<file path="src/rtl/core/mpsp_pkg.sv">
// Shared types, constants and helpers for the MQTT packet stream parser.
// No dependencies; imported by every module of the parser.
`timescale 1ns / 1ps

package mpsp_pkg;

    localparam int DATA_W               = 8;
    localparam int LEN_W                = 28;
    localparam int LEN_CNT_W            = 3;
    localparam int IDENT_W              = 16;
    localparam int TOPIC_W              = 16;
    localparam int CODE_W               = 8;
    localparam int NIB_W                = 4;
    localparam int ROLE_W               = 3;
    localparam int S_TDATA_W            = 8;
    localparam int M_TDATA_W            = 64;
    localparam int MAX_LENGTH_BYTES_DEF = 4;
    localparam int QUEUE_DEPTH          = 2;
    localparam int QPTR_W               = (QUEUE_DEPTH > 1) ? $clog2(QUEUE_DEPTH) : 1;
    localparam int QCNT_W               = $clog2(QUEUE_DEPTH + 1);

    // control packet type codes
    localparam logic [NIB_W-1:0] PKT_RESERVED_LO = 4'd0;
    localparam logic [NIB_W-1:0] PKT_CONNACK     = 4'd2;
    localparam logic [NIB_W-1:0] PKT_PUBLISH     = 4'd3;
    localparam logic [NIB_W-1:0] PKT_PUBACK      = 4'd4;
    localparam logic [NIB_W-1:0] PKT_PUBREC      = 4'd5;
    localparam logic [NIB_W-1:0] PKT_PUBREL      = 4'd6;
    localparam logic [NIB_W-1:0] PKT_PUBCOMP     = 4'd7;
    localparam logic [NIB_W-1:0] PKT_SUBACK      = 4'd9;
    localparam logic [NIB_W-1:0] PKT_UNSUBACK    = 4'd11;
    localparam logic [NIB_W-1:0] PKT_RESERVED_HI = 4'd15;

    typedef enum logic [ROLE_W-1:0] {
        ROLE_HEADER    = 3'd0,
        ROLE_LENGTH    = 3'd1,
        ROLE_TOPIC_LEN = 3'd2,
        ROLE_TOPIC     = 3'd3,
        ROLE_IDENT     = 3'd4,
        ROLE_PAYLOAD   = 3'd5,
        ROLE_OTHER     = 3'd6,
        ROLE_IGNORED   = 3'd7
    } role_t;

    typedef enum logic [1:0] {
        ST_BUSY      = 2'd0,
        ST_OK        = 2'd1,
        ST_MALFORMED = 2'd2,
        ST_HALTED    = 2'd3
    } status_t;

    // how the body of a packet type is laid out
    typedef enum logic [2:0] {
        BCL_OTHER   = 3'd0,
        BCL_CONNACK = 3'd1,
        BCL_PUBLISH = 3'd2,
        BCL_ID      = 3'd3,
        BCL_SUBACK  = 3'd4
    } body_class_t;

    // classified input transaction
    typedef struct packed {
        logic [DATA_W-1:0] data;
        logic              restart;
        logic              bad_type;  // as a header byte: reserved type
        logic              cont;      // as a length byte: continuation bit
        body_class_t       cls;       // as a header byte: body layout
    } item_t;

    typedef struct packed {
        logic [DATA_W-1:0]  data;
        role_t              role;
        logic               pkt_end;
        logic [NIB_W-1:0]   kind;
        logic [NIB_W-1:0]   flags;
        logic [IDENT_W-1:0] ident;
        logic [CODE_W-1:0]  code;
        logic [TOPIC_W-1:0] topic;
        logic               ack;
        status_t            status;
    } result_t;

    function automatic body_class_t classify_kind(input logic [NIB_W-1:0] kind);
        body_class_t cls;
        unique case (kind)
            PKT_CONNACK:  cls = BCL_CONNACK;
            PKT_PUBLISH:  cls = BCL_PUBLISH;
            PKT_PUBACK,
            PKT_PUBREC,
            PKT_PUBREL,
            PKT_PUBCOMP,
            PKT_UNSUBACK: cls = BCL_ID;
            PKT_SUBACK:   cls = BCL_SUBACK;
            default:      cls = BCL_OTHER;
        endcase
        return cls;
    endfunction

    function automatic logic [1:0] min_body(input body_class_t cls);
        logic [1:0] n;
        unique case (cls)
            BCL_CONNACK,
            BCL_PUBLISH,
            BCL_ID:      n = 2'd2;
            BCL_SUBACK:  n = 2'd3;
            default:     n = 2'd0;
        endcase
        return n;
    endfunction

endpackage

</file>
<file path="src/rtl/core/mpsp_front.sv">
// Front stage: accepts input transactions and classifies each byte.
// Depends on mpsp_pkg.
`timescale 1ns / 1ps

module mpsp_front (
    input  logic                         aclk,
    input  logic                         aresetn,
    input  logic                         s_tvalid,
    output logic                         s_tready,
    input  logic [mpsp_pkg::S_TDATA_W-1:0] s_tdata,  // [7:0] data_byte
    input  logic                         s_tuser,    // [0] restart
    output logic                         q_valid,
    input  logic                         q_ready,
    output mpsp_pkg::item_t              q_item
);
    import mpsp_pkg::*;

    logic  valid_reg;
    item_t item_reg;
    item_t item_next;

    always_comb begin
        item_next.data     = s_tdata[DATA_W-1:0];
        item_next.restart  = s_tuser;
        item_next.bad_type = (s_tdata[7:4] == PKT_RESERVED_LO) ||
                             (s_tdata[7:4] == PKT_RESERVED_HI);
        item_next.cont     = s_tdata[7];
        item_next.cls      = classify_kind(s_tdata[7:4]);
    end

    assign s_tready = !valid_reg || q_ready;
    assign q_valid  = valid_reg;
    assign q_item   = item_reg;

    always_ff @(posedge aclk) begin
        if (!aresetn) begin
            valid_reg <= 1'b0;
        end else if (s_tready) begin
            valid_reg <= s_tvalid;
        end
        if (s_tvalid && s_tready) begin
            item_reg <= item_next;
        end
    end

endmodule

</file>
<file path="src/rtl/core/mpsp_queue.sv">
// Short queue of classified bytes between the front and back stages.
// Depends on mpsp_pkg.
`timescale 1ns / 1ps

module mpsp_queue (
    input  logic            aclk,
    input  logic            aresetn,
    input  logic            in_valid,
    output logic            in_ready,
    input  mpsp_pkg::item_t in_item,
    output logic            out_valid,
    input  logic            out_ready,
    output mpsp_pkg::item_t out_item
);
    import mpsp_pkg::*;

    item_t              entry_reg [QUEUE_DEPTH];
    logic [QPTR_W-1:0]  wr_ptr_reg;
    logic [QPTR_W-1:0]  rd_ptr_reg;
    logic [QCNT_W-1:0]  count_reg;
    logic               push;
    logic               pop;

    assign in_ready  = (count_reg != QCNT_W'(QUEUE_DEPTH));
    assign out_valid = (count_reg != '0);
    assign out_item  = entry_reg[rd_ptr_reg];
    assign push      = in_valid && in_ready;
    assign pop       = out_valid && out_ready;

    function automatic logic [QPTR_W-1:0] ptr_inc(input logic [QPTR_W-1:0] p);
        return (p == QPTR_W'(QUEUE_DEPTH - 1)) ? '0 : p + 1'b1;
    endfunction

    always_ff @(posedge aclk) begin
        if (!aresetn) begin
            wr_ptr_reg <= '0;
            rd_ptr_reg <= '0;
            count_reg  <= '0;
        end else begin
            if (push) wr_ptr_reg <= ptr_inc(wr_ptr_reg);
            if (pop)  rd_ptr_reg <= ptr_inc(rd_ptr_reg);
            if (push && !pop) begin
                count_reg <= count_reg + 1'b1;
            end else if (pop && !push) begin
                count_reg <= count_reg - 1'b1;
            end
        end
        if (push) begin
            entry_reg[wr_ptr_reg] <= in_item;
        end
    end

endmodule

</file>
<file path="src/rtl/core/mpsp_back.sv">
// Back stage: packet parser state machine and the result output register.
// Depends on mpsp_pkg.
`timescale 1ns / 1ps

module mpsp_back #(
    parameter int MAX_LENGTH_BYTES = mpsp_pkg::MAX_LENGTH_BYTES_DEF
) (
    input  logic                           aclk,
    input  logic                           aresetn,
    input  logic                           in_valid,
    output logic                           in_ready,
    input  mpsp_pkg::item_t                in_item,
    output logic                           m_tvalid,
    input  logic                           m_tready,
    output logic [mpsp_pkg::M_TDATA_W-1:0] m_tdata,
    output logic [mpsp_pkg::ROLE_W-1:0]    m_tuser,
    output logic                           m_tlast
);
    import mpsp_pkg::*;

    typedef enum logic [1:0] {
        PH_HEADER = 2'd0,
        PH_LENGTH = 2'd1,
        PH_BODY   = 2'd2
    } phase_t;

    phase_t                 phase_reg, phase_cur, phase_next;
    logic [NIB_W-1:0]       kind_reg, kind_cur, kind_next;
    logic [NIB_W-1:0]       flags_reg, flags_cur, flags_next;
    body_class_t            cls_reg, cls_cur, cls_next;
    logic [LEN_W-1:0]       rem_reg, rem_cur, rem_next;
    logic [LEN_CNT_W-1:0]   lcnt_reg, lcnt_cur, lcnt_next;
    logic [LEN_W-1:0]       bcnt_reg, bcnt_cur, bcnt_next;
    logic [TOPIC_W-1:0]     topic_reg, topic_cur, topic_next;
    logic [IDENT_W-1:0]     ident_reg, ident_cur, ident_next;
    logic [CODE_W-1:0]      code_reg, code_cur, code_next;
    logic                   halted_reg, halted_cur, halted_next;

    logic                   out_valid_reg;
    result_t                res_reg;
    result_t                res;
    logic                   step;

    logic [DATA_W-1:0]      b;
    logic [5:0]             shamt;
    logic                   qos;
    logic                   do_fail;
    logic                   do_done;
    logic [TOPIC_W:0]       tend;
    logic [TOPIC_W+1:0]     need;

    assign in_ready = !out_valid_reg || m_tready;
    assign step     = in_valid && in_ready;
    assign b        = in_item.data;

    // restart acts as a reset applied before this byte
    always_comb begin
        if (in_item.restart) begin
            phase_cur  = PH_HEADER;
            kind_cur   = '0;
            flags_cur  = '0;
            cls_cur    = BCL_OTHER;
            rem_cur    = '0;
            lcnt_cur   = '0;
            bcnt_cur   = '0;
            topic_cur  = '0;
            ident_cur  = '0;
            code_cur   = '0;
            halted_cur = 1'b0;
        end else begin
            phase_cur  = phase_reg;
            kind_cur   = kind_reg;
            flags_cur  = flags_reg;
            cls_cur    = cls_reg;
            rem_cur    = rem_reg;
            lcnt_cur   = lcnt_reg;
            bcnt_cur   = bcnt_reg;
            topic_cur  = topic_reg;
            ident_cur  = ident_reg;
            code_cur   = code_reg;
            halted_cur = halted_reg;
        end
    end

    always_comb begin
        phase_next  = phase_cur;
        kind_next   = kind_cur;
        flags_next  = flags_cur;
        cls_next    = cls_cur;
        rem_next    = rem_cur;
        lcnt_next   = lcnt_cur;
        bcnt_next   = bcnt_cur;
        topic_next  = topic_cur;
        ident_next  = ident_cur;
        code_next   = code_cur;
        halted_next = halted_cur;
        do_fail     = 1'b0;
        do_done     = 1'b0;
        qos         = (flags_cur[2:1] != 2'b00);
        shamt       = {lcnt_cur, 3'b000} - {3'b000, lcnt_cur};  // 7 * count
        tend        = (TOPIC_W+1)'(2) + {1'b0, topic_cur};
        need        = '0;

        res         = '0;
        res.data    = b;
        res.role    = ROLE_HEADER;
        res.status  = ST_BUSY;

        if (halted_cur) begin
            res.role   = ROLE_IGNORED;
            res.status = ST_HALTED;
        end else begin
            unique case (phase_cur)
                PH_LENGTH: begin
                    res.role  = ROLE_LENGTH;
                    rem_next  = rem_cur | (LEN_W'(b[6:0]) << shamt);
                    lcnt_next = lcnt_cur + 1'b1;
                    if (in_item.cont) begin
                        if (lcnt_next >= LEN_CNT_W'(MAX_LENGTH_BYTES)) do_fail = 1'b1;
                    end else begin
                        bcnt_next = '0;
                        if (rem_next < LEN_W'(min_body(cls_cur))) begin
                            do_fail = 1'b1;
                        end else if (rem_next == '0) begin
                            do_done = 1'b1;
                        end else begin
                            phase_next = PH_BODY;
                        end
                    end
                end
                PH_BODY: begin
                    res.role = ROLE_OTHER;
                    unique case (cls_cur)
                        BCL_CONNACK: begin
                            if (bcnt_cur == LEN_W'(1)) code_next = b;
                        end
                        BCL_PUBLISH: begin
                            if (bcnt_cur < LEN_W'(2)) begin
                                res.role = ROLE_TOPIC_LEN;
                                if (bcnt_cur == '0) topic_next = {b, 8'h00};
                                else                topic_next = topic_cur | {8'h00, b};
                            end else if (bcnt_cur < LEN_W'(tend)) begin
                                res.role = ROLE_TOPIC;
                            end else if (qos && (bcnt_cur < LEN_W'(tend) + LEN_W'(2))) begin
                                res.role = ROLE_IDENT;
                                if (bcnt_cur == LEN_W'(tend)) ident_next = {b, 8'h00};
                                else                          ident_next = ident_cur | {8'h00, b};
                            end else begin
                                res.role = ROLE_PAYLOAD;
                            end
                        end
                        BCL_ID,
                        BCL_SUBACK: begin
                            if (bcnt_cur == '0) begin
                                res.role   = ROLE_IDENT;
                                ident_next = {b, 8'h00};
                            end else if (bcnt_cur == LEN_W'(1)) begin
                                res.role   = ROLE_IDENT;
                                ident_next = ident_cur | {8'h00, b};
                            end else if (cls_cur == BCL_SUBACK && bcnt_cur == LEN_W'(2)) begin
                                code_next = b;
                            end
                        end
                        default: ;
                    endcase
                    bcnt_next = bcnt_cur + 1'b1;
                    need      = (TOPIC_W+2)'(2) + {2'b00, topic_next} +
                                (qos ? (TOPIC_W+2)'(2) : '0);
                    if (cls_cur == BCL_PUBLISH && bcnt_cur == LEN_W'(1) &&
                        rem_cur < LEN_W'(need)) begin
                        do_fail = 1'b1;
                    end else if (bcnt_next >= rem_cur) begin
                        do_done = 1'b1;
                    end
                end
                default: begin
                    // header byte: a fresh packet starts here
                    res.role   = ROLE_HEADER;
                    kind_next  = b[7:4];
                    flags_next = b[3:0];
                    cls_next   = in_item.cls;
                    rem_next   = '0;
                    lcnt_next  = '0;
                    bcnt_next  = '0;
                    topic_next = '0;
                    ident_next = '0;
                    code_next  = '0;
                    if (in_item.bad_type) do_fail = 1'b1;
                    else                  phase_next = PH_LENGTH;
                end
            endcase

            if (do_fail) begin
                halted_next = 1'b1;
                phase_next  = PH_HEADER;
                res.pkt_end = 1'b1;
                res.kind    = kind_next;
                res.flags   = flags_next;
                res.status  = ST_MALFORMED;
            end else if (do_done) begin
                phase_next  = PH_HEADER;
                res.pkt_end = 1'b1;
                res.kind    = kind_next;
                res.flags   = flags_next;
                res.ident   = ident_next;
                res.code    = code_next;
                res.status  = ST_OK;
                if (cls_cur == BCL_PUBLISH) begin
                    res.topic = topic_next;
                    res.ack   = (flags_cur[2:1] == 2'b01);
                end
            end
        end
    end

    always_ff @(posedge aclk) begin
        if (!aresetn) begin
            phase_reg     <= PH_HEADER;
            kind_reg      <= '0;
            flags_reg     <= '0;
            cls_reg       <= BCL_OTHER;
            rem_reg       <= '0;
            lcnt_reg      <= '0;
            bcnt_reg      <= '0;
            topic_reg     <= '0;
            ident_reg     <= '0;
            code_reg      <= '0;
            halted_reg    <= 1'b0;
            out_valid_reg <= 1'b0;
        end else begin
            if (step) begin
                phase_reg  <= phase_next;
                kind_reg   <= kind_next;
                flags_reg  <= flags_next;
                cls_reg    <= cls_next;
                rem_reg    <= rem_next;
                lcnt_reg   <= lcnt_next;
                bcnt_reg   <= bcnt_next;
                topic_reg  <= topic_next;
                ident_reg  <= ident_next;
                code_reg   <= code_next;
                halted_reg <= halted_next;
            end
            if (in_ready) out_valid_reg <= in_valid;
        end
        if (step) res_reg <= res;
    end

    assign m_tvalid = out_valid_reg;
    assign m_tlast  = res_reg.pkt_end;
    assign m_tuser  = res_reg.role;
    assign m_tdata  = {5'b00000, res_reg.status, res_reg.ack, res_reg.topic,
                       res_reg.code, res_reg.ident, res_reg.flags, res_reg.kind,
                       res_reg.data};

endmodule

</file>
<file path="src/rtl/core/mqtt_packet_stream_parser.sv">
// Top level of the MQTT 3.1.1 received-stream packet parser.
// Depends on mpsp_pkg, mpsp_front, mpsp_queue and mpsp_back.
`timescale 1ns / 1ps

// Channel   Dir  Handshake          Payload
// s_*       in   s_tvalid/s_tready  s_tdata = data_byte, s_tuser = restart
// m_*       out  m_tvalid/m_tready  m_tdata = byte summary, m_tuser = byte_role,
//                                   m_tlast = packet_end
//
// One byte per cycle sustained while m_tready allows; each transaction yields
// exactly one result. The rate is set by the parser state update in the back stage.
// Each byte passes through the front register, the queue and the output register.
// aresetn is synchronous, active low; it clears parser state and empties the pipe.
// A stalled m_tready fills the output register, then the queue, then the front
// register before s_tready drops; no transaction is lost or repeated.

module mqtt_packet_stream_parser #(
    parameter int MAX_LENGTH_BYTES = mpsp_pkg::MAX_LENGTH_BYTES_DEF
) (
    input  logic                           aclk,
    input  logic                           aresetn,
    input  logic                           s_tvalid,
    output logic                           s_tready,
    input  logic [mpsp_pkg::S_TDATA_W-1:0] s_tdata,   // [7:0] data_byte
    input  logic                           s_tuser,   // [0] restart
    output logic                           m_tvalid,
    input  logic                           m_tready,
    // [7:0] byte_echo, [11:8] packet_kind, [15:12] header_flags,
    // [31:16] packet_ident, [39:32] reply_code, [55:40] topic_size,
    // [56] ack_owed, [58:57] parse_status, [63:59] zero
    output logic [mpsp_pkg::M_TDATA_W-1:0] m_tdata,
    output logic [mpsp_pkg::ROLE_W-1:0]    m_tuser,   // [2:0] byte_role
    output logic                           m_tlast    // packet_end
);
    import mpsp_pkg::*;

    logic  fq_valid;
    logic  fq_ready;
    item_t fq_item;
    logic  qb_valid;
    logic  qb_ready;
    item_t qb_item;

    // front: accept and classify each byte
    mpsp_front u_front (
        .aclk     (aclk),
        .aresetn  (aresetn),
        .s_tvalid (s_tvalid),
        .s_tready (s_tready),
        .s_tdata  (s_tdata),
        .s_tuser  (s_tuser),
        .q_valid  (fq_valid),
        .q_ready  (fq_ready),
        .q_item   (fq_item)
    );

    // decoupling queue so either side can stall on its own
    mpsp_queue u_queue (
        .aclk      (aclk),
        .aresetn   (aresetn),
        .in_valid  (fq_valid),
        .in_ready  (fq_ready),
        .in_item   (fq_item),
        .out_valid (qb_valid),
        .out_ready (qb_ready),
        .out_item  (qb_item)
    );

    // back: packet state machine and result register
    mpsp_back #(
        .MAX_LENGTH_BYTES (MAX_LENGTH_BYTES)
    ) u_back (
        .aclk     (aclk),
        .aresetn  (aresetn),
        .in_valid (qb_valid),
        .in_ready (qb_ready),
        .in_item  (qb_item),
        .m_tvalid (m_tvalid),
        .m_tready (m_tready),
        .m_tdata  (m_tdata),
        .m_tuser  (m_tuser),
        .m_tlast  (m_tlast)
    );

endmodule

</file>
<file path="config.mk">
export PLATFORM = sky130hd
export DESIGN_NAME = mqtt_packet_stream_parser
export DESIGN_NICKNAME = d
export VERILOG_FILES = /design/src/rtl/core/mpsp_pkg.sv /design/src/rtl/core/mpsp_front.sv /design/src/rtl/core/mpsp_queue.sv /design/src/rtl/core/mpsp_back.sv /design/src/rtl/core/mqtt_packet_stream_parser.sv
export SDC_FILE = /design/constraint.sdc
export NUM_CORES = 1
export LEC_CHECK = 0
export BUFFER_PORTS_ARGS = -buffer_cell sky130_fd_sc_hd__clkbuf_2
export CAP_MARGIN = 40
export CORE_UTILIZATION = 30
export DETAILED_ROUTE_END_ITERATION = 8
export PLACE_DENSITY = 0.51
export REMOVE_ABC_BUFFERS = 1
export SYNTH_ARGS = -nofsm -noshare
export SYNTH_HDL_FRONTEND = slang
export SYNTH_SLANG_ARGS = --single-unit
</file>
<file path="constraint.sdc">
create_clock -name aclk -period 9.4 [get_ports aclk]
set_input_delay 0.94 -clock aclk [delete_from_list [all_inputs] [get_ports aclk]]
set_output_delay 0.94 -clock aclk [all_outputs]
set_load 0.02 [all_outputs]
</file>
* Yosys cells after proc, flatten, opt, wreduce, memory -nomap -nowiden
Memories as Yosys holds them, arrays and structs flattened. A register that Yosys moved wholly into a read port is not among the register bits. Index checks and enable logic that the tools add are counted.
Storage, ports and cells: input port bits 13, register bits after elaboration 193, memories 2, word-level logic and storage cells 192, ROM bits 48, output and inout port bits 70, RAM bits 28
Memory list:
- (name not given) | words 16, bits a word 3, read ports 1, clocked after memory_dff 1, wr ports 0, line mpsp_pkg.sv:85 | unique case (kind)
- u_queue.entry_reg | words 2, bits a word 14, read ports 1, clocked after memory_dff 1, wr ports 1, line mpsp_queue.sv:17 | item_t entry_reg [QUEUE_DEPTH];
Cells by class: eq/ne operators 12, bitwise gates (word level) 5, shift-type cells 1, multiplexer cells 95, order comparisons 7, $add $sub $neg 11, reductions and logical operators 28
Operator list (number):
- 16-bit 2-to-1 mux | 15
- 28-bit 2-to-1 mux | 5
- 28-bit one-hot mux with 2 select lines | 2
- 16-bit one-hot mux with 2 select lines | 3
- 28-bit logical NOT | 2
- 52-bit 2-to-1 mux | 1
- 8-bit 2-to-1 mux | 6
- 2-bit by 16-bit adder with 17-bit output (first input constant) | 2
- 16-bit by 8-bit OR with 16-bit output | 2
- 8-bit one-hot mux with 2 select lines | 2
- 2-bit 2-to-1 mux | 15
- 28-bit by 1-bit adder with 28-bit output (second input constant) | 1
- 28-bit by 1-bit equality test with 1-bit output (second input constant) | 1
- 28-bit by 17-bit equality test with 1-bit output | 1
- 28-bit by 2-bit equality test with 1-bit output (second input constant) | 1
- 28-bit >= comparator | 1
- 28-bit by 17-bit less-than comparator with 1-bit output | 1
- 28-bit by 18-bit less-than comparator with 1-bit output | 1
- 28-bit by 2-bit less-than comparator with 1-bit output | 1
- 28-bit by 2-bit less-than comparator with 1-bit output (second input constant) | 1
- 28-bit less-than comparator | 1
- 28-bit OR | 1
- 7-bit by 6-bit << shifter with 28-bit output | 1
- 3-bit 2-to-1 mux | 8
- other kinds (31) | 84

* Longest topological paths before layout
depth in word-level cells 17, gate-level depth with buffers 38, depth with buffers taken out 25

* By module
A second synthesis with hierarchy kept.
Second synthesis, totals: cell total of the unflattened synthesis 1739, area total of the unflattened synthesis 15351.0 µm²
By module, submodules not included:
- mpsp_back | area an instance 13595.5 µm², cells an instance 1644, seq. area each 4174.0 µm², instances 1
- mpsp_queue | area an instance 1246.2 µm², cells an instance 67, seq. area each 940.9 µm², instances 1
- mpsp_front | area an instance 509.2 µm², cells an instance 28, seq. area each 410.4 µm², instances 1

* Least setup slack after synthesis
OpenSTA, ideal clock, no wires.
path kind reg2reg, start point register (tool-made name), end point register u_back.res_reg (netlist bit u_back.m_tdata[40]) (data pin), path buffers 13, data required time 9.130 ns, path slack 1.154 ns, period minus slack after synthesis 8.246 ns, cell stages (with the launch flop) 38, arrival time 7.976 ns, setup time 0.270 ns, cell sequence dfxtp_1 -> buf_2 -> mux2i_1 -> buf_2 -> buf_2 -> buf_2 -> buf_2 -> buf_2 -> buf_2 -> buf_1 -> clkbuf_1 -> clkbuf_1 -> buf_1 -> nand2_1 -> ha_1 -> inv_1 -> nor4_1 -> clkbuf_1 -> (+2 left out) -> inv_1 -> or4_1 -> a211oi_1 -> nand2_1 -> a32oi_1 -> nand3_1 -> xnor2_1 -> ha_1 -> a21o_1 -> a21o_1 -> a21oi_1 -> o21ai_0 -> a2111oi_0 -> nor3b_1 -> o21ai_1 -> o21bai_1 -> clkbuf_1 -> nor3_1
RTL lines:
- end signal: assignment | line mpsp_back.sv:246 | if (step) res_reg <= res;
- end: declaration | line mpsp_back.sv:40 | result_t res_reg;

* Final worst setup path
start point register u_back.bcnt_reg[25], end point register u_back.res_reg (netlist bit u_back.m_tdata[44]) (data pin)
On the way: word-level cells in the longest chain between the ends 16, elaborated cells between the ends (all ways) 26, those cells by class add/sub: 3; order compare: 3; eq/ne: 1; mux: 14; bitwise: 1; reduce/logical: 4
RTL lines:
- start: declaration | line mpsp_back.sv:33 | logic [LEN_W-1:0] bcnt_reg, bcnt_cur, bcnt_next;
- start signal: assignment | line mpsp_back.sv:238 | bcnt_reg <= bcnt_next;
- 28-bit 2-to-1 mux (*) | line mpsp_back.sv:58 | if (in_item.restart) begin
- branches (longest 15 deep; another with 28-bit by 2-bit less-than comparator with 1-bit output)
Mark *: on every way between the ends. The select of a mux whose other input is x is not followed. A chain may end at the register's enable or synchronous reset.

==> metrics.cfg <==
[synthesis]
synth-edff-count = 102
async_flop_share_pct = 0
synth_area_leaders = edfxtp_1, dfxtp_1, ha_1
synth.largest_area_cell = edfxtp_1
synth.yosys.seq_area_share_pct = 35.5
synthFlopType = dfxtp_1
syn_avg_cell_area_sq_um = 8.46
yosysUniqueCellTypes = 86
synth_top_cell_area_share_pct = 19.9
syn-cell-area_sq_um = 15400
synth_seq_cells = 222
synth_cells = 1819
ys_warn_count = 0

[final_layout]
area_growth_syn_to_layout_pct = 13.8
fill_cells = 5154
multiInputGateArea_sq_um = 9180
stdcell_count = 2545
seq_area_sq_um = 5470
final_util_pct = 34.7
antennaDiodeCount = 0
fin_area_sq_um = 17500
drive_above_1_share_pct = 11.3
final_common_cell = nand2_1
largest_reg_flops = 59
mostFrequentLayoutCells = nand2_1, dfxtp_1, nor2_1, edfxtp_1
nNetsFinal = 1962

[grt]
overflow = 0
grt.total_usage_pct = 20.0
antenna_found_initial = 1
grt_pass1_wl_mm = 81.8
grt_max_degree = 81
grt_pass1_vias = 13600

[sta]
setup_viol = 0
period_minus_slack_ps = 7580
fin_hold_ws_ps = 443
maxSlewViolCount = 0
hold_viol_final = 0
worst_pin_slew_ps = 849
clock.fmax_mhz = 132
finalCritPeriodShare_pct = 80.6
slew_headroom_pct = 42.7
rsz0062_at_grt = false
fin_skew_ps = 19.9

[setup_path]
reg2reg_to = u_back.m_tdata[44]
r2r_slack_ps = 1820
r2r-start = u_back.bcnt_reg[25]
worstPathRequired_ps = 9730
path_class = reg -> reg
crit_fanout = 36
critPathLaunchType = register
cp_data_arrival_time_ps = 7900
end_kind = register
rr_worst_depth = 22

[flow_run]
maxCapViolCount = 0

[hold_path]
hold_class = reg -> reg
holdPathEnd = u_queue.entry_reg[1][3]
min-delay-start = u_front.q_item[3]
whs_path_depth = 0

[detailed_routing]
drc = 0
via_per_inst = 5.63
drt-wirelength-per-cell_um = 21.1
antenna_left = 0
drt-pass1-iter-count = 5
dr_total_vias = 14300
drtIter0Drc = 1443
routed_wl_mm = 53.6

[floorplanning]
die_w_um = 228
rows = 82
die_area_sq_um = 52200
die_h_um = 228
core_sq_um = 50400
initial_utilization_pct = 30.5
ios = 83

[placement]
dp_hpwl_mm = 38.9
gp_congestion = 0.950
port_buffers = 77
placed_area_sq_um = 16600
dp_cells = 2495

[pwr]
irDropWorstVdd_mv = 0.161
p_per_area_nw_per_um2 = 221
p_leak_nw = 6.45

[clocking]
insertion_delay_ps = 580
tritoncts = built
htree_levels = 1
clk_pin_slew_ps = 60
holdBufCountCts = 0
cts_resized = 0
clkSinkCount = 222
postCtsSetupBuffers = 0
clock_path_buffers = 3
root_buffer = clkbuf_16
cts_buffers = 27

[status]
outcome = finished clean

-- where the power goes --
| part | total, mW | switching (mW) | internal [mW] | leakage (nW) |
|---|---|---|---|---|
| clock network | 1.11 | 0.465 | 0.648 | 0.456 |
| registers | 1.33 | 0.111 | 1.22 | 1.95 |
| logic | 1.43 | 1.03 | 0.406 | 4.04 |
| total | 3.87 | 1.60 | 2.27 | 6.45 |
-- cells in the mapped netlist (all sizes together) (8+ instances only) --
cell / count
buf: 29
dfxtp: 120
o211ai: 15
or2: 13
a21boi: 10
o21ai: 109
mux2i: 14
ha: 96
nand2: 186
a2111oi: 8
or4: 11
o22ai: 17
a32oi: 14
inv: 82
xnor2: 49
a211oi: 18
nor3: 58
a21o: 23
nor2: 114
and3: 20
nor2b: 89
a31oi: 17
o211a: 11
nand4: 30
nand3: 77
or3: 16
xor2: 26
o21a: 13
clkbuf: 91
and2: 28
a22oi: 88
edfxtp: 102
nor4: 24
a31o: 9
nand2b: 11
a21oi: 79
-- worst max path at each step --
stage / cells past startpoint / to / startpoint
2_1_floorplan: 22 / u_back.m_tdata[16] / register
3_3_place_gp: 24 / u_back.m_tdata[52] / register
3_5_place_dp: 24 / u_back.m_tdata[44] / u_back.bcnt_reg[25]
4_1_cts: 24 / u_back.m_tdata[44] / u_back.bcnt_reg[25]
5_1_grt: 24 / u_back.m_tdata[41] / u_back.bcnt_reg[25]
6_report: 22 / u_back.m_tdata[44] / u_back.bcnt_reg[25]
-- metrics by stage --
stage | total power, mW | worst slack, ps | TNS (ps)
5_1_grt | 4.05 | 1290 | 0
6_report | 3.87 | 1820 | 0
3_5_place_dp | 2.76 | 1920 | 0
4_1_cts | 3.89 | 1900 | 0
3_3_place_gp | 2.75 | 1790 | 0
2_1_floorplan | 2.17 | -5120 | -374230
-- kinds of logic (layout without fill, tap and decap cells) --
group	count (synthesis)	count (layout)	share of synthesized area, %
flops	222	222	35.5
compound gates	488	488	21.5
simple gates	706	706	23.5
fa+ha+maj	96	96	7.81
mux	25	25	2.16
buf+inv	205	254	5.21
other cells	2	7	0.0488
xor+xnor	75	75	4.27
-- layout make-up --
class / count / area share [%]
well taps: 672 / 4.80
multi-input cells: 1397 / 52.5
clock inverters: 13 / 0.879
flip-flops and latches: 222 / 31.2
repair buffers: 120 / 4.35
clock buffers: 36 / 4.47
inverters: 85 / 1.82
-- worst max-delay path: stages, from the launching register on --
cell and delay [ps]:
dfxtp_1 370, or4_4 570, or4_1 880, nor4_2 440, nor2_1 70, nor2_1 180, ha_1 290, inv_1 110
or4_1 510, a211oi_1 430, nand2_1 240, a32oi_1 380, and3_1 260, o211ai_1 120, ha_1 240, a2111oi_0 390
o21ai_0 250, a2111oi_0 650, nor3b_1 110, o21ai_1 180, o21bai_4 260, buf_12 250, nor3_1 90
-- per-layer routing --
layer  up-vias  GRT usage, %  share of wire, %
met3       111          2.86               6.8
met1      6884          27.6                45
met5         -             0                 0
li1       6780             -                 -
met2       546          31.4                44
met4         0          7.63               3.7
Note: power is estimated with default switching activity, not from simulation.
